==> config.mk <==
export PLATFORM = sky130hd
export DESIGN_NAME = ptrb_cordic_rot
export DESIGN_NICKNAME = d
export VERILOG_FILES = /design/src/hdl/ptrb_pkg.sv /design/src/hdl/ptrb_cordic_rot.sv
export SDC_FILE = /design/constraint.sdc
export NUM_CORES = 2
export LEC_CHECK = 0
export BUFFER_PORTS_ARGS = -buffer_cell sky130_fd_sc_hd__buf_2
export CAP_MARGIN = 30
export CORE_MARGIN = 3
export CORE_UTILIZATION = 38
export DETAILED_ROUTE_END_ITERATION = 7
export PLACE_DENSITY = 0.51
export SLEW_MARGIN = 0
export SYNTH_ARGS = -nofsm -noshare
export SYNTH_HDL_FRONTEND = slang
export SYNTH_SLANG_ARGS = --single-unit
==> constraint.sdc <==
create_clock -name clk -period 5.9 [get_ports clk]
set_input_delay 0.295 -clock clk [delete_from_list [all_inputs] [get_ports clk]]
set_output_delay 0.295 -clock clk [all_outputs]
set_load 0.1 [all_outputs]
==> src/hdl/ptrb_pkg.sv <==
// ptrb_pkg: shared constants, arctangent table and sideband type for the
// pinhole target range and bearing pipeline. No dependencies.
package ptrb_pkg;

	localparam int ANGLE_ITERATIONS = 16;
	localparam int DIV_BITS         = 24;
	localparam int DIV_LAT          = DIV_BITS + 1;

	localparam logic signed [31:0] DEG90_Q16   = 32'sd5898240;
	localparam logic signed [31:0] BEARING_LIM = 32'sd46080;
	localparam logic [23:0]        RANGE_MAX   = 24'hFFFFFF;
	localparam logic signed [33:0] ROT_X0      = 34'sd1073741824;

	localparam logic [1:0] ST_NONE    = 2'd0;
	localparam logic [1:0] ST_HORIZON = 2'd1;
	localparam logic [1:0] ST_VALID   = 2'd2;

	localparam logic [2:0] REG_HALF_H = 3'd0;
	localparam logic [2:0] REG_HALF_W = 3'd1;
	localparam logic [2:0] REG_FOC_Y  = 3'd2;
	localparam logic [2:0] REG_FOC_X  = 3'd3;
	localparam logic [2:0] REG_TILT   = 3'd4;
	localparam logic [2:0] REG_H_LOW  = 3'd5;
	localparam logic [2:0] REG_H_HIGH = 3'd6;
	localparam logic [2:0] REG_YAW    = 3'd7;

	typedef struct packed {
		logic [1:0]         status;
		logic signed [16:0] bearing;
		logic               rzero;
		logic               sat;
	} side_t;

	// atan(2^-i) in degrees, 16 fraction bits
	function automatic logic signed [31:0] atan_q16(input int i);
		logic signed [31:0] r;
		unique case (i)
			0:  r = 32'sd2949120;
			1:  r = 32'sd1740967;
			2:  r = 32'sd919879;
			3:  r = 32'sd466945;
			4:  r = 32'sd234379;
			5:  r = 32'sd117304;
			6:  r = 32'sd58666;
			7:  r = 32'sd29335;
			8:  r = 32'sd14668;
			9:  r = 32'sd7334;
			10: r = 32'sd3667;
			11: r = 32'sd1833;
			12: r = 32'sd917;
			13: r = 32'sd458;
			14: r = 32'sd229;
			15: r = 32'sd115;
			16: r = 32'sd57;
			17: r = 32'sd29;
			18: r = 32'sd14;
			19: r = 32'sd7;
			20: r = 32'sd4;
			21: r = 32'sd2;
			22: r = 32'sd1;
			default: r = 32'sd0;
		endcase
		return r;
	endfunction

endpackage

==> src/hdl/ptrb_cordic_rot.sv <==
// ptrb_cordic_rot: pipelined rotation CORDIC from x = 2^30, one iteration per
// stage, gives unnormalized cos and sin of an angle in degrees Q16. Depends on ptrb_pkg.
module ptrb_cordic_rot (
	input  logic               clk,
	input  logic               arst_n,
	input  logic               en,
	input  logic               in_valid,
	input  logic signed [31:0] z_in,
	output logic               out_valid,
	output logic signed [33:0] cos_out,
	output logic signed [33:0] sin_out
);

	localparam int N = ptrb_pkg::ANGLE_ITERATIONS;

	logic               v_sn [0:N];
	logic signed [33:0] x_sn [0:N];
	logic signed [33:0] y_sn [0:N];
	logic signed [31:0] z_sn [0:N];

	assign v_sn[0] = in_valid;
	assign x_sn[0] = ptrb_pkg::ROT_X0;
	assign y_sn[0] = 34'sd0;
	assign z_sn[0] = z_in;

	for (genvar i = 0; i < N; i++) begin : g_it
		always_ff @(posedge clk or negedge arst_n) begin
			if (!arst_n) begin
				v_sn[i+1] <= 1'b0;
			end else if (en) begin
				v_sn[i+1] <= v_sn[i];
			end
		end
		always_ff @(posedge clk) begin
			if (en) begin
				if (z_sn[i] >= 0) begin
					x_sn[i+1] <= x_sn[i] - (y_sn[i] >>> i);
					y_sn[i+1] <= y_sn[i] + (x_sn[i] >>> i);
					z_sn[i+1] <= z_sn[i] - ptrb_pkg::atan_q16(i);
				end else begin
					x_sn[i+1] <= x_sn[i] + (y_sn[i] >>> i);
					y_sn[i+1] <= y_sn[i] - (x_sn[i] >>> i);
					z_sn[i+1] <= z_sn[i] + ptrb_pkg::atan_q16(i);
				end
			end
		end
	end

	assign out_valid = v_sn[N];
	assign cos_out   = x_sn[N];
	assign sin_out   = y_sn[N];

endmodule

==> run_results.csv <==
group,metric,value,unit
die,die_h,507,microns
placed_design,port_buffers,104,
cells_and_area,drive_above_1_share,0.0530,
routing,ant_nets,0,
placed_design,dpl_worst_slack,288,ps
global_routing,grt_overflow,0,
worst_setup_path,cp-end-kind,"register",
synthesis,yosysWarningCount,0,
worst_setup_path,crit_family,"simple AND/OR/NAND/NOR gates",
worst_setup_path,cpPeakStageDelay,580,ps
worst_hold_path,hp-class,"in -> reg",
die,die_x,507,microns
worst_setup_path,crit_type,"reg -> reg",
worst_setup_path,cp.required,6410,ps
placed_design,dp_hpwl,193000,microns
timing,hold_viol,0,
timing,fin_crit_sh,0.953,
worst_setup_path,crit_path_start_kind,"register",
timing,hold_slack,68.6,ps
synthesis,ys.flop_type,"edfxtp_1",
timing,slew_violations,0,
clocking,path_clk_slew,60,ps
timing,finalCriticalPeriod,5620,ps
synthesis,synth_largest_area_cell,"edfxtp_1",
clocking,clock_sinks,1216,
synthesis,synth_most_common_cell,"edfxtp_1",
cells_and_area,nets,10900,
global_routing,grt_util_all_layers,0.185,
global_routing,grt_first_pass_wirelength,384000,microns
placed_design,finalWeightedCongestion,0.900,
timing,fin_ws,279,ps
die,die-area,257000,sq um
run,cap_viol_max_count,0,
synthesis,async_flop_share,0.0132,
synthesis,ys_types,93,
run_status,status,"finished, final reports clean",
worst_setup_path,startpoint,"y_sn[257]",
clocking,cts_tree,"done",
timing,rsz0062_at_grt,"no",
worst_setup_path,path_depth,18,
worst_setup_path,cp_max_fo,5,
clocking,root_buffer,"clkbuf_16",
global_routing,antenna_found_initial,4,
clocking,clockBufferDepth,3,
synthesis,ys_seq_area_frac,0.381,
die,initial_core_util,0.383,
worst_setup_path,r2r_start,"y_sn[257]",
synthesis,syn-instance-count,9544,
timing,slew_headroom,0.133,
worst_setup_path,path_cells,"or4_4, or4_1, or2_1, or3_1, or4_1, o21ai_0, xor2_1, ha_1, and3_1, nand4_1, o21bai_1, o221a_2, a211o_1, o31ai_2, a21oi_1, a211o_1, a21o_1, xor2_1",
global_routing,grt_pass1_vias,69600,
routing,avgRoutedWirePerCell,18.4,microns
synthesis,synthTopCellsByCount,"edfxtp_1, ha_1, xnor2_1, a21oi_1, nor2_1",
worst_setup_path,r2r-end,"x_sn[236]",
synthesis,yosysTopAreaCellShare,0.377,
routing,drt_iter0_drc,3879,
worst_hold_path,hp-start,"en",
synthesis,synthTopCellsByArea,"edfxtp_1, ha_1, xnor2_1, xor2_1, a21oi_1",
timing,setup_viol,0,
synthesis,syn_area_per_cell,10.0,sq um
die,io-pin-count,105,
timing,setup_tns,0,ps
synthesis,synth_area,95500,sq um
clocking,htree_levels,4,
worst_setup_path,crit_slowest_cell,"or4_4",
timing,fmax,0.178,GHz
timing,finClkSkew,43.4,ps
routing,vias,70300,
die,row_count,183,
worst_setup_path,crit_end,"x_sn[236]",
timing,worst_slew_pin_slew,1300,ps
synthesis,synth_edf_count,1200,
clocking,cts-buffers-inserted,154,
routing,routed_wl,242000,microns
worst_setup_path,critical_path.n_buffers_inverters,0,
die,core,249000,sq um
global_routing,grt_max_degree,190,
routing,drc,0,
routing,vias_per_cell,5.33,
worst_setup_path,crit_arrival,6130,ps
synthesis,ys_ff_latch,1216,
synthesis,syn_nets,10700,
worst_setup_path,r2r_cells,18,
cells_and_area,area_growth,10.2,%
worst_setup_path,reg2reg_slack,280,ps
routing,drt_pass1_iterations,5,
clocking,postCtsSetupRepairBufs,0,
clocking,clk_latency,810,ps
per-layer routing:
| metal | GRT usage | vias up | wire [microns] |
|---|---|---|---|
| li1 | - | 35700 | - |
| met1 | 0.233 | 33000 | 108000 |
| met2 | 0.328 | 1104 | 119000 |
| met3 | 0.0220 | 381 | 7630 |
| met4 | 0.0606 | 0 | 8130 |
| met5 | 0 | - | 0 |
stage by stage:
step / utilization / instances / instance area, sq um
2_1_floorplan: - / 9544 / 95500
3_3_place_gp: 0.401 / 12900 / 99900
3_5_place_dp: 0.401 / 12900 / 99900
4_1_cts: 0.422 / 13200 / 105000
5_1_grt: 0.422 / 13200 / 105000
6_report: 0.422 / 13200 / 105000
cell families (layout without fill, tap and decap cells):
group | Yosys count | in the layout | synth area share
XOR/XNOR | 1382 | 1382 | 0.127
multiplexers | 35 | 35 | 0.00389
AND/OR/NAND/NOR | 2269 | 2269 | 0.116
flip-flops | 1216 | 1216 | 0.381
AO/OA/AOI/OAI | 2849 | 2849 | 0.191
other | 0 | 2 | 0
buffers and inverters | 650 | 946 | 0.0282
adder cells (fa/ha/maj) | 1143 | 1143 | 0.153
layout by cell type, fill, tap and decap left out, types with 47 or more instances in the layout:
cell type,instances
o21bai_1,139
buf_2,103
edfxtp_1,1200
o21ai_0,625
xor2_1,467
a211oi_1,74
ha_1,1103
nor2_1,634
buf_4,74
nor2b_1,140
a21o_1,458
nand2_1,521
or3_1,86
clkbuf_16,155
o31ai_1,124
or2_2,51
and3_1,80
inv_1,445
o41ai_1,50
and2_1,47
a31oi_1,73
nand3_1,162
o21a_1,153
a21oi_1,807
a21boi_0,49
xnor2_1,914
nand4_1,54
nor3_1,180
nand2b_1,156
sequential cells by signal (all words and copies together), names as in the netlist:
register   flops
cos_out       34
y_sn         343
v_sn          15
x_sn         340
z_sn         449
sin_out       34
out_valid      1
repair_timing:
item,in CTS,in global routing
hold buffers,40,0
endpoints found under the setup margin,0,5
resized for setup,0,5
endpoints found under the hold margin,50,0
worst min path at each step:
stage / endpoint / slack, ps / cells after the start
2_1_floorplan: out_valid / -0.6 / 0
3_3_place_gp: out_valid / 220 / 1
3_5_place_dp: v_sn[1] / 220 / 1
4_1_cts: x_sn[232] / 40 / 1
5_1_grt: x_sn[232] / 60 / 1
6_report: x_sn[232] / 70 / 1
layout make-up:
type	instances	area [sq um]
Antenna cell	2	5.00
Clock buffer	196	4040
Clock inverter	77	847
Fill cell	23900	144000
Inverter	446	1670
Multi-Input combinational cell	7678	56400
Sequential cell	1216	36400
Tap cell	3330	4170
Timing Repair Buffer	227	1670
Power is not shown: default switching activity piles up to over one toggle a cycle in this logic, so the estimate is an artifact.
