--- config.mk ---
export PLATFORM = sky130hd
export DESIGN_NAME = ptrb_cordic_vec
export DESIGN_NICKNAME = d
export VERILOG_FILES = /design/src/hdl/ptrb_pkg.sv /design/src/hdl/ptrb_cordic_vec.sv
export SDC_FILE = /design/constraint.sdc
export NUM_CORES = 2
export LEC_CHECK = 0
export BUFFER_PORTS_ARGS = -buffer_cell sky130_fd_sc_hd__buf_2
export CORE_ASPECT_RATIO = 1.1
export CORE_MARGIN = 8
export CORE_UTILIZATION = 58
export CTS_BUF_LIST = sky130_fd_sc_hd__clkbuf_8
export DETAILED_ROUTE_END_ITERATION = 16
export GPL_ROUTABILITY_DRIVEN = 0
export PLACE_DENSITY = 0.74
export SETUP_SLACK_MARGIN = 0.2
export SLEW_MARGIN = 0
export SYNTH_ARGS = -nofsm -noshare
export SYNTH_HDL_FRONTEND = slang
export SYNTH_SLANG_ARGS = --single-unit
export TNS_END_PERCENT = 30
--- constraint.sdc ---
create_clock -name clk -period 5.6 [get_ports clk]
set_input_delay 1.12 -clock clk [delete_from_list [all_inputs] [get_ports clk]]
set_output_delay 1.12 -clock clk [all_outputs]
set_load 0.01 [all_outputs]
--- src/hdl/ptrb_pkg.sv ---
// ptrb_pkg: shared constants, arctangent table and sideband type for the
// pinhole target range and bearing pipeline. No dependencies.
package ptrb_pkg;

	localparam int ANGLE_ITERATIONS = 16;
	localparam int DIV_BITS         = 24;
	localparam int DIV_LAT          = DIV_BITS + 1;

	localparam logic signed [31:0] DEG90_Q16   = 32'sd5898240;
	localparam logic signed [31:0] BEARING_LIM = 32'sd46080;
	localparam logic [23:0]        RANGE_MAX   = 24'hFFFFFF;
	localparam logic signed [33:0] ROT_X0      = 34'sd1073741824;

	localparam logic [1:0] ST_NONE    = 2'd0;
	localparam logic [1:0] ST_HORIZON = 2'd1;
	localparam logic [1:0] ST_VALID   = 2'd2;

	localparam logic [2:0] REG_HALF_H = 3'd0;
	localparam logic [2:0] REG_HALF_W = 3'd1;
	localparam logic [2:0] REG_FOC_Y  = 3'd2;
	localparam logic [2:0] REG_FOC_X  = 3'd3;
	localparam logic [2:0] REG_TILT   = 3'd4;
	localparam logic [2:0] REG_H_LOW  = 3'd5;
	localparam logic [2:0] REG_H_HIGH = 3'd6;
	localparam logic [2:0] REG_YAW    = 3'd7;

	typedef struct packed {
		logic [1:0]         status;
		logic signed [16:0] bearing;
		logic               rzero;
		logic               sat;
	} side_t;

	// atan(2^-i) in degrees, 16 fraction bits
	function automatic logic signed [31:0] atan_q16(input int i);
		logic signed [31:0] r;
		unique case (i)
			0:  r = 32'sd2949120;
			1:  r = 32'sd1740967;
			2:  r = 32'sd919879;
			3:  r = 32'sd466945;
			4:  r = 32'sd234379;
			5:  r = 32'sd117304;
			6:  r = 32'sd58666;
			7:  r = 32'sd29335;
			8:  r = 32'sd14668;
			9:  r = 32'sd7334;
			10: r = 32'sd3667;
			11: r = 32'sd1833;
			12: r = 32'sd917;
			13: r = 32'sd458;
			14: r = 32'sd229;
			15: r = 32'sd115;
			16: r = 32'sd57;
			17: r = 32'sd29;
			18: r = 32'sd14;
			19: r = 32'sd7;
			20: r = 32'sd4;
			21: r = 32'sd2;
			22: r = 32'sd1;
			default: r = 32'sd0;
		endcase
		return r;
	endfunction

endpackage

--- src/hdl/ptrb_cordic_vec.sv ---
// ptrb_cordic_vec: pipelined vectoring CORDIC, one iteration per stage,
// returns atan(y/x) in degrees Q16. Depends on ptrb_pkg.
module ptrb_cordic_vec (
	input  logic               clk,
	input  logic               arst_n,
	input  logic               en,
	input  logic               in_valid,
	input  logic signed [31:0] x_in,
	input  logic signed [31:0] y_in,
	output logic               out_valid,
	output logic signed [31:0] z_out
);

	localparam int N = ptrb_pkg::ANGLE_ITERATIONS;

	logic               v_sn [0:N];
	logic signed [31:0] x_sn [0:N];
	logic signed [31:0] y_sn [0:N];
	logic signed [31:0] z_sn [0:N];

	assign v_sn[0] = in_valid;
	assign x_sn[0] = x_in;
	assign y_sn[0] = y_in;
	assign z_sn[0] = 32'sd0;

	for (genvar i = 0; i < N; i++) begin : g_it
		always_ff @(posedge clk or negedge arst_n) begin
			if (!arst_n) begin
				v_sn[i+1] <= 1'b0;
			end else if (en) begin
				v_sn[i+1] <= v_sn[i];
			end
		end
		always_ff @(posedge clk) begin
			if (en) begin
				if (y_sn[i] >= 0) begin
					x_sn[i+1] <= x_sn[i] + (y_sn[i] >>> i);
					y_sn[i+1] <= y_sn[i] - (x_sn[i] >>> i);
					z_sn[i+1] <= z_sn[i] + ptrb_pkg::atan_q16(i);
				end else begin
					x_sn[i+1] <= x_sn[i] - (y_sn[i] >>> i);
					y_sn[i+1] <= y_sn[i] + (x_sn[i] >>> i);
					z_sn[i+1] <= z_sn[i] - ptrb_pkg::atan_q16(i);
				end
			end
		end
	end

	assign out_valid = v_sn[N];
	assign z_out     = z_sn[N];

endmodule

==> run summary <==
Placeable core region -> 202,000 um2
First-pass DRT Iterations -> 9
Area Growth Syn to Fin -> 7.06%
EDFF count, synth -> 1,334
Row cnt -> 173
Average wire length per cell after detail routing -> 19.6 um
Final Skew -> 58.6 ps
Slew @ Worst Pin -> 1110 ps
Mean instance size in the synthesized netlist -> 9.38 um2
Finished Core Util -> 62.3%
Number of distinct library cell variants in the gate-level netlist after synthesis -> 102
Initial antenna violation count -> 6
Combinational family with the most area after synthesis -> compound AO/OA/AOI/OAI gates
Post-Route WL -> 305,000 um
Maximum buffer depth of the clock tree -> 3
Top cells by area in the synthesized netlist -> edfxtp_1 34%, ha_1 13%, xnor2_1 8.3%, xor2_1 4.8%, a21oi_1 4.6%
Launching point of the worst reg2reg path -> y_sn[307]
Die outline area -> 217,000 um2
HPWL after detailed placement -> 239,000 um
Setup repair after global routing missed its margin -> yes
Outcome -> finished clean
Headroom to the max-slew limit -> 24.3%
Die Ht -> 487 um
FF+latch count, synth -> 1,350
Non-filler instance count after layout -> 15,600
Number of endpoints with negative hold slack in the final report -> 0
Sequential-to-total area share from yosys stat -> 34.5%
Asr flop ratio synth -> 1.19%
Critical Path AT -> 5980 ps
Class of the most critical hold timing path -> in -> reg
Yosys Warn Count -> 0
Max FO, Critical Path -> 5
Main flop type after synthesis -> edfxtp_1
Fill cell count -> 16,600
Pre-CTS setup slack -> 314 ps
Number of instances in the placed design -> 15,200
Leading cell type in the layout, fill and taps excluded -> edfxtp_1
Start point of the worst min-delay path -> in_valid
Count of H-tree levels built during CTS -> 4
Critical Path Source -> y_sn[307]
TritonCTS clock tree -> yes
Total number of vias -> 97,600
Critical setup path kind -> reg -> reg
Effective utilization at floorplan -> 58.2%
Hold Crit Endpoint -> v_sn[15]
GRT Resource Usage Total -> 26.9%
Maximum operating frequency -> 0.192 GHz
Nature of the critical path startpoint -> flop
Number of cells produced by synthesis -> 12,500
Number of buffers inserted by port buffering -> 99
Ports placed on the boundary -> 101
Routed Antenna Nets -> 0
Minimum clock period after layout -> 5220 ps
Grt total ovfl -> 0
Worst reg-to-reg setup slack -> 380 ps
Worst Setup End Kind -> flop
Reg2Reg Capture Point -> x_sn[287]
Count of clock tree sinks -> 1,350
Clk Latency, worst-skew pair -> 1060 ps
TNS Setup -> 0 ps
Clk root buf -> clkbuf_8
Die width -> 445 um
Iteration-0 DRC Markers -> 8,052
Cell depth of the worst hold path -> 2
Post-synthesis xor/xnor area fraction -> 13.1%
Max-capacitance violation count -> 0
Simple logic cell fraction of the synthesized area -> 14.5%
Postcts setup bufs -> 0
Final setup violating endpoints -> 0
Fraction of final layout cells with drive strength greater than 1 -> 4.99%
Net count of the finished layout -> 14,000
Number of max-slew violations in the final report -> 0
Final period util -> 93.2%
TritonCTS Buffers -> 228
Commonest cells after routing, fill and taps aside -> 1,334 x edfxtp_1, 1,228 x ha_1, 1,111 x xnor2_1
Worst path required time -> 6360 ps
Vias in the first global route -> 94,500
Depth of the worst register-to-register path -> 17
Mux share of post-synthesis cell area -> 0.644%
Combined area of all synthesized cells -> 117,000 um2
Global-route wire length before repair -> 486,000 um
Largest net degree at the start of global routing -> 161
Final worst slack -> 384 ps
DRC viols -> 0
Fraction of the mapped netlist area in adder cells -> 13.8%
Portion of synthesized cell area occupied by the leading cell type -> 34.2%
CTS clock-pin slew for the worst setup and hold paths -> 60 ps
Compound-Gate Fraction of Synth Area -> 20.4%
Via density per instance -> 6.26
Dominant cell type by area after synthesis -> edfxtp_1
==> registers in the layout (all words and copies together), names as in the netlist <==
name / count
out_valid: 1
z_sn: 421
x_sn: 434
v_sn: 15
y_sn: 448
z_out: 31
==> logic make-up (layout without fill, tap and decap cells) <==
| logic type | count (synthesis) | after routing |
|---|---|---|
| flops | 1350 | 1350 |
| mux | 73 | 73 |
| fa+ha+maj | 1272 | 1272 |
| buf+inv | 893 | 1183 |
| compound gates | 3747 | 3747 |
| other cells | 1 | 84 |
| xor+xnor | 1755 | 1755 |
| simple gates | 3408 | 3408 |
==> worst max path at each step <==
| stage | endpoint | slack, ps | depth (start not counted) |
|---|---|---|---|
| floorplan | z_sn[317] | 520 | 19 |
| global placement | x_sn[287] | 410 | 17 |
| detailed placement | x_sn[287] | 310 | 17 |
| CTS | x_sn[287] | 290 | 17 |
| global route | x_sn[287] | 100 | 17 |
| finish | x_sn[287] | 380 | 17 |
==> synthesized netlist by cell type, drive strengths merged, types with 194 or more instances <==
cell	count
o21a	194
ha	1228
a21oi	1068
nor3	295
edfxtp	1334
xnor2	1111
xor2	644
inv	571
nand3	275
nor2	881
clkbuf	239
a21o	437
o21ai	843
nand2b	206
o31ai	222
nand2	758
==> repair_timing <==
action	CTS	global route
setup endpoints to repair	0	10
gates resized for setup	0	5
hold buffers	1	0
endpoints found under the hold margin	16	0
==> stage by stage <==
stage          hold WS [ps]  instance area, um2
6_report                335              125000
5_1_grt                 297              125000
4_1_cts                 221              125000
3_5_place_dp            408              121000
3_3_place_gp            411              121000
2_1_floorplan           400              117000
==> layout make-up <==
| cell class | instances | area (um2) | share of cell area (%) |
|---|---|---|---|
| clock buffer | 230 | 3170 | 2.52 |
| tap | 2712 | 3390 | 2.70 |
| clock inverter | 191 | 1470 | 1.17 |
| sequential | 1350 | 40500 | 32.2 |
| inverter | 573 | 2150 | 1.71 |
| antenna | 5 | 12.5 | 0.00997 |
| multi-input combinational | 10300 | 73600 | 58.6 |
| timing repair buffer | 189 | 1280 | 1.02 |
==> routing by layer <==
layer / share of wire (%) / vias up / track usage, %
met5: 0.014 / - / 0
met4: 6.5 / 6 / 16.0
met3: 5.8 / 983 / 3.84
met2: 48 / 3552 / 47.0
met1: 39 / 46200 / 31.5
li1: - / 46800 / -
==> critical path, cell delays in order (launching register included) <==
cell      delay, ps
edfxtp_1        420
or4_1           600
or3_1           390
or4_1           470
or3_1           390
o21ai_2         220
xnor2_1         100
ha_1            350
nand2_1         140
or4_1           550
o22ai_1         210
a211oi_1        110
o31ai_1         310
buf_4           190
a31oi_1         120
o21ai_0         180
a21oi_1         100
xnor2_1         120
Power is left out: the tool's default activity adds up to more than one toggle a clock period on the data nets, which glitch-free logic cannot reach.
