**config.mk**
```make
export PLATFORM = sky130hd
export DESIGN_NAME = ptrb_div
export DESIGN_NICKNAME = d
export VERILOG_FILES = /design/src/hdl/ptrb_pkg.sv /design/src/hdl/ptrb_div.sv
export SDC_FILE = /design/constraint.sdc
export NUM_CORES = 2
export LEC_CHECK = 0
export ABC_CLOCK_PERIOD_IN_PS = 4100
export BUFFER_PORTS_ARGS = -buffer_cell sky130_fd_sc_hd__buf_2
export CAP_MARGIN = 20
export CORE_UTILIZATION = 53
export CTS_BUF_LIST = sky130_fd_sc_hd__clkbuf_8
export CTS_CLUSTER_SIZE = 24
export DETAILED_ROUTE_END_ITERATION = 10
export PLACE_DENSITY_LB_ADDON = 0.25
export SYNTH_ARGS = -nofsm -noshare
export SYNTH_HDL_FRONTEND = slang
export SYNTH_SLANG_ARGS = --single-unit
```
**constraint.sdc**
```tcl
create_clock -name clk -period 4.1 [get_ports clk]
set_input_delay 0.82 -clock clk [delete_from_list [all_inputs] [get_ports clk]]
set_output_delay 0.82 -clock clk [all_outputs]
set_load 0.05 [all_outputs]
```
**src/hdl/ptrb_pkg.sv**
```systemverilog
// ptrb_pkg: shared constants, arctangent table and sideband type for the
// pinhole target range and bearing pipeline. No dependencies.
package ptrb_pkg;

	localparam int ANGLE_ITERATIONS = 16;
	localparam int DIV_BITS         = 24;
	localparam int DIV_LAT          = DIV_BITS + 1;

	localparam logic signed [31:0] DEG90_Q16   = 32'sd5898240;
	localparam logic signed [31:0] BEARING_LIM = 32'sd46080;
	localparam logic [23:0]        RANGE_MAX   = 24'hFFFFFF;
	localparam logic signed [33:0] ROT_X0      = 34'sd1073741824;

	localparam logic [1:0] ST_NONE    = 2'd0;
	localparam logic [1:0] ST_HORIZON = 2'd1;
	localparam logic [1:0] ST_VALID   = 2'd2;

	localparam logic [2:0] REG_HALF_H = 3'd0;
	localparam logic [2:0] REG_HALF_W = 3'd1;
	localparam logic [2:0] REG_FOC_Y  = 3'd2;
	localparam logic [2:0] REG_FOC_X  = 3'd3;
	localparam logic [2:0] REG_TILT   = 3'd4;
	localparam logic [2:0] REG_H_LOW  = 3'd5;
	localparam logic [2:0] REG_H_HIGH = 3'd6;
	localparam logic [2:0] REG_YAW    = 3'd7;

	typedef struct packed {
		logic [1:0]         status;
		logic signed [16:0] bearing;
		logic               rzero;
		logic               sat;
	} side_t;

	// atan(2^-i) in degrees, 16 fraction bits
	function automatic logic signed [31:0] atan_q16(input int i);
		logic signed [31:0] r;
		unique case (i)
			0:  r = 32'sd2949120;
			1:  r = 32'sd1740967;
			2:  r = 32'sd919879;
			3:  r = 32'sd466945;
			4:  r = 32'sd234379;
			5:  r = 32'sd117304;
			6:  r = 32'sd58666;
			7:  r = 32'sd29335;
			8:  r = 32'sd14668;
			9:  r = 32'sd7334;
			10: r = 32'sd3667;
			11: r = 32'sd1833;
			12: r = 32'sd917;
			13: r = 32'sd458;
			14: r = 32'sd229;
			15: r = 32'sd115;
			16: r = 32'sd57;
			17: r = 32'sd29;
			18: r = 32'sd14;
			19: r = 32'sd7;
			20: r = 32'sd4;
			21: r = 32'sd2;
			22: r = 32'sd1;
			default: r = 32'sd0;
		endcase
		return r;
	endfunction

endpackage

```
**src/hdl/ptrb_div.sv**
```systemverilog
// ptrb_div: pipelined restoring divider, overflow check then one quotient bit
// per stage; saturates to all ones when the quotient exceeds 24 bits. Depends on ptrb_pkg.
module ptrb_div (
	input  logic        clk,
	input  logic        arst_n,
	input  logic        en,
	input  logic        in_valid,
	input  logic [46:0] num,
	input  logic [30:0] den,
	output logic        out_valid,
	output logic [23:0] quo
);

	localparam int B = ptrb_pkg::DIV_BITS;

	logic        v_sn   [0:B];
	logic        ovf_sn [0:B];
	logic [46:0] r_sn   [0:B];
	logic [30:0] d_sn   [0:B];
	logic [B-1:0] q_sn  [0:B];

	always_ff @(posedge clk or negedge arst_n) begin
		if (!arst_n) begin
			v_sn[0] <= 1'b0;
		end else if (en) begin
			v_sn[0] <= in_valid;
		end
	end

	always_ff @(posedge clk) begin
		if (en) begin
			ovf_sn[0] <= {8'd0, num} >= {den, 24'd0};
			r_sn[0]   <= num;
			d_sn[0]   <= den;
			q_sn[0]   <= '0;
		end
	end

	for (genvar k = 0; k < B; k++) begin : g_bit
		localparam int BI = B - 1 - k;
		logic [54:0] dsh;
		logic        ge;
		assign dsh = 55'(d_sn[k]) << BI;
		assign ge  = {8'd0, r_sn[k]} >= dsh;

		always_ff @(posedge clk or negedge arst_n) begin
			if (!arst_n) begin
				v_sn[k+1] <= 1'b0;
			end else if (en) begin
				v_sn[k+1] <= v_sn[k];
			end
		end
		always_ff @(posedge clk) begin
			if (en) begin
				ovf_sn[k+1] <= ovf_sn[k];
				d_sn[k+1]   <= d_sn[k];
				r_sn[k+1]   <= ge ? (r_sn[k] - dsh[46:0]) : r_sn[k];
				q_sn[k+1]   <= q_sn[k] | (ge ? (B'(1) << BI) : '0);
			end
		end
	end

	assign out_valid = v_sn[B];
	assign quo       = ovf_sn[B] ? ptrb_pkg::RANGE_MAX : q_sn[B];

endmodule

```
==> impl_metrics.env <==
export IMPL_status="complete, no violations"
export IMPL_tightest_slew_ps=911
export IMPL_cts_max_level=5
export IMPL_grt_pass1_wl_um=433000
export IMPL_slew_limit_headroom=0.387
export IMPL_gp_congestion=0.981
export IMPL_leakage_nw=52.6
export IMPL_synthArstFlopShare=0.0113
export IMPL_fin_crit_sh=0.980
export IMPL_synthToLayoutAreaGrowth_pct=12.6
export IMPL_grt_ovfl_total=0
export IMPL_dpl_instance_area_sq_mm=0.122
export IMPL_ant_nets=0
export IMPL_numPortBuffers=106
export IMPL_yosys_warnings=0
export IMPL_vdd_drop_max_uv=454
export IMPL_syn_cell_area_sq_mm=0.115
export IMPL_worst_hold_path_type="in -> reg"
export IMPL_final_util=0.603
export IMPL_die_w_um=469
export IMPL_insertion_delay_ps=1090
export IMPL_ys_seq_area_frac=0.577
export IMPL_cp_arrival_ps=4790
export IMPL_dp_hpwl_um=214000
export IMPL_wire_per_inst_um=21.1
export IMPL_critical_path_max_fanout=7
export IMPL_tritoncts="built"
export IMPL_drc=0
export IMPL_rows=170
export IMPL_synth_edff_count=2197
export IMPL_clock_fmax_ghz=0.249
export IMPL_layout_nets=11200
export IMPL_end_kind="register"
export IMPL_synth_seq_cells=2222
export IMPL_grt_max_degree=177
export IMPL_synth_flop_cell="edfxtp_1"
export IMPL_grt_pass1_vias=78600
export IMPL_slowest_stage="o41a_1"
export IMPL_dp_cells=12700
export IMPL_max_stage_delay_ps=510
export IMPL_power_density_mw_per_mm2=616
export IMPL_critical_path_cell_chain="ha_4 > and3_4 > and3_1 > a21o_1 > o41a_1 > o41a_1 > a41oi_2 > nor2_2 > a211oi_4 > a21oi_1 > o31a_2 > clkbuf_16 > mux2_4"
export IMPL_antenna_found_initial=3
export IMPL_netlist_instances=9672
export IMPL_rsz0062_at_grt="yes"
export IMPL_period_needed_ps=4020
export IMPL_worst_path_most_repeated_cell="o41a_1"
export IMPL_clkTransAtPathRegs_ps=60
export IMPL_final_cell_area_sq_mm=0.130
export IMPL_die_area_sq_mm=0.220
export IMPL_setup_tns_ps=0
export IMPL_grtUsageTotal=0.256
export IMPL_skew_ps=109
export IMPL_clockBufferDepth=4
export IMPL_cp_top_family="compound AO/OA/AOI/OAI gates"
export IMPL_via_count=77500
export IMPL_path_class="reg -> reg"
export IMPL_numClockSinks=2222
export IMPL_numCtsBuffers=382
export IMPL_max_cap_violations=0
export IMPL_drive_gt1_frac=0.120
export IMPL_clock_tree_root_cell="clkbuf_8"
export IMPL_postSynthAreaPerCell_sq_um=11.9
export IMPL_worstPathRequired_ps=4870
export IMPL_syn_num_nets=10500
export IMPL_drt_initial_drc_count=5293
export IMPL_layoutNonFillerInstCount=13500
export IMPL_start_util=0.536
export IMPL_die_h_um=469
export IMPL_wl_um=285000
export IMPL_setup_viol=0
export IMPL_drv_slew=0
export IMPL_coreArea_sq_mm=0.215
export IMPL_worst_setup_path_start_kind="register"
export IMPL_report_final_hold_viol_count=0
export IMPL_path_buf_inv=1
export IMPL_num_io_pins=107
export IMPL_yosysUniqueCellTypes=92
export IMPL_firstDrtPassIters=8
export IMPL_via_per_inst=5.75
-- cells in the final DEF (no fill, tap or decap), types with 208 or more instances in the layout --
cell type and instances:
nor2_1 469, buf_4 271, xnor2_1 404, a21o_1 424
o21ai_0 584, a21oi_1 676, xor2_1 277, inv_1 1039
clkbuf_8 389, mux2_2 208, edfxtp_1 2197, nand2_1 722
ha_1 732
-- metrics by stage --
stage	worst slack, ps	hold WS [ps]	total power, mW
2_1_floorplan	432	400	52.4
3_3_place_gp	-76.9	400	60.7
3_5_place_dp	-145	405	61.3
4_1_cts	23.3	146	80.2
5_1_grt	-59.9	160	84.7
6_report	80.9	222	80.1
-- Yosys cell counts (all sizes together) (19+ instances only) --
master  count  area (sq um)
nor2      471          1770
o31ai      55           418
mux2      235          2750
ha        739          9250
and3       57           357
nor4      104           663
a31oi      65           413
buf        45           229
nand2b    117           732
and2       24           150
a21boi     36           270
o21ai     601          3020
dfrtp      25           626
clkbuf    150           563
nand2     723          2710
o21bai    100           751
or2        57           357
nand3     148           741
a21oi     687          3440
a211o      24           210
o21a       95           713
edfxtp   2197         66000
or3        46           288
nand3b     19           143
nand4     133           832
xor2      277          2430
or4        28           210
and4       20           175
nand4b     24           210
a211oi     52           403
o211ai     38           285
nor2b     104           651
inv       933          3500
nor4b      23           201
a21o      424          3180
fa         23           460
nor3      130           651
xnor2     404          3540
-- final cells by class --
class / count / area [sq um]
fillers: 17000 / 85500
flip-flops and latches: 2222 / 66600
multi-input cells: 6321 / 45000
clock buffers: 389 / 5350
repair buffers: 507 / 4400
well taps: 2838 / 3550
inverters: 934 / 3510
clock inverters: 273 / 1530
diodes: 6 / 15.0
-- logic make-up (layout without fill, tap and decap cells) --
kind of cell,after synthesis,in the layout,synth area share
buffers and inverters,1129,2103,0.0372
adder cells (fa/ha/maj),762,762,0.0841
XOR/XNOR,681,681,0.0517
other,0,6,0
AND/OR/NAND/NOR,2259,2259,0.0963
flip-flops,2222,2222,0.577
AO/OA/AOI/OAI,2369,2369,0.129
multiplexers,250,250,0.0251
-- path summary, 6_finish.rpt --
| path | to | slack, ps | cells past startpoint | start |
|---|---|---|---|---|
| worst max-delay path | r_sn[1][127] | 80 | 13 | r_sn[1][73] |
| worst min-delay path | ovf_sn[3] | 220 | 1 | en |
| worst max register to register | r_sn[1][127] | 80 | 13 | r_sn[1][73] |
| worst min register to register | d_sn[1][36] | 380 | 0 | d_sn[1][5] |
| max in group asynchronous | v_sn[8] | 3430 | 2 | arst_n |
| min in group asynchronous | v_sn[2] | 280 | 2 | arst_n |
-- routing by layer --
metal,global-route usage,vias up,share of wire
met5,0,-,0
met4,0.166,0,0.072
met3,0.0341,873,0.038
met2,0.486,2120,0.53
met1,0.260,37400,0.36
li1,-,37100,-
-- sequential cells by signal, indices dropped and copies added (netlist names) --
signal and cells:
r_sn 1128, d_sn 744, q_sn 300, ovf_sn 25, v_sn 24, out_valid 1
-- power breakdown --
group	switching [mW]	internal, mW
sequential	3.09	30.6
clock	8.79	9.76
combinational	15.7	12.2
total	27.5	52.5
-- timing repair --
item | 4_1_cts | 5_1_grt
endpoints found under the hold margin | 104 | 0
endpoints found under the setup margin | 34 | 261
pin swaps | 1 | 22
cloned | 0 | 4
setup buffers | 1 | 17
hold buffers | 80 | 0
resized for setup | 7 | 63
(Power assumes the default switching activity.)
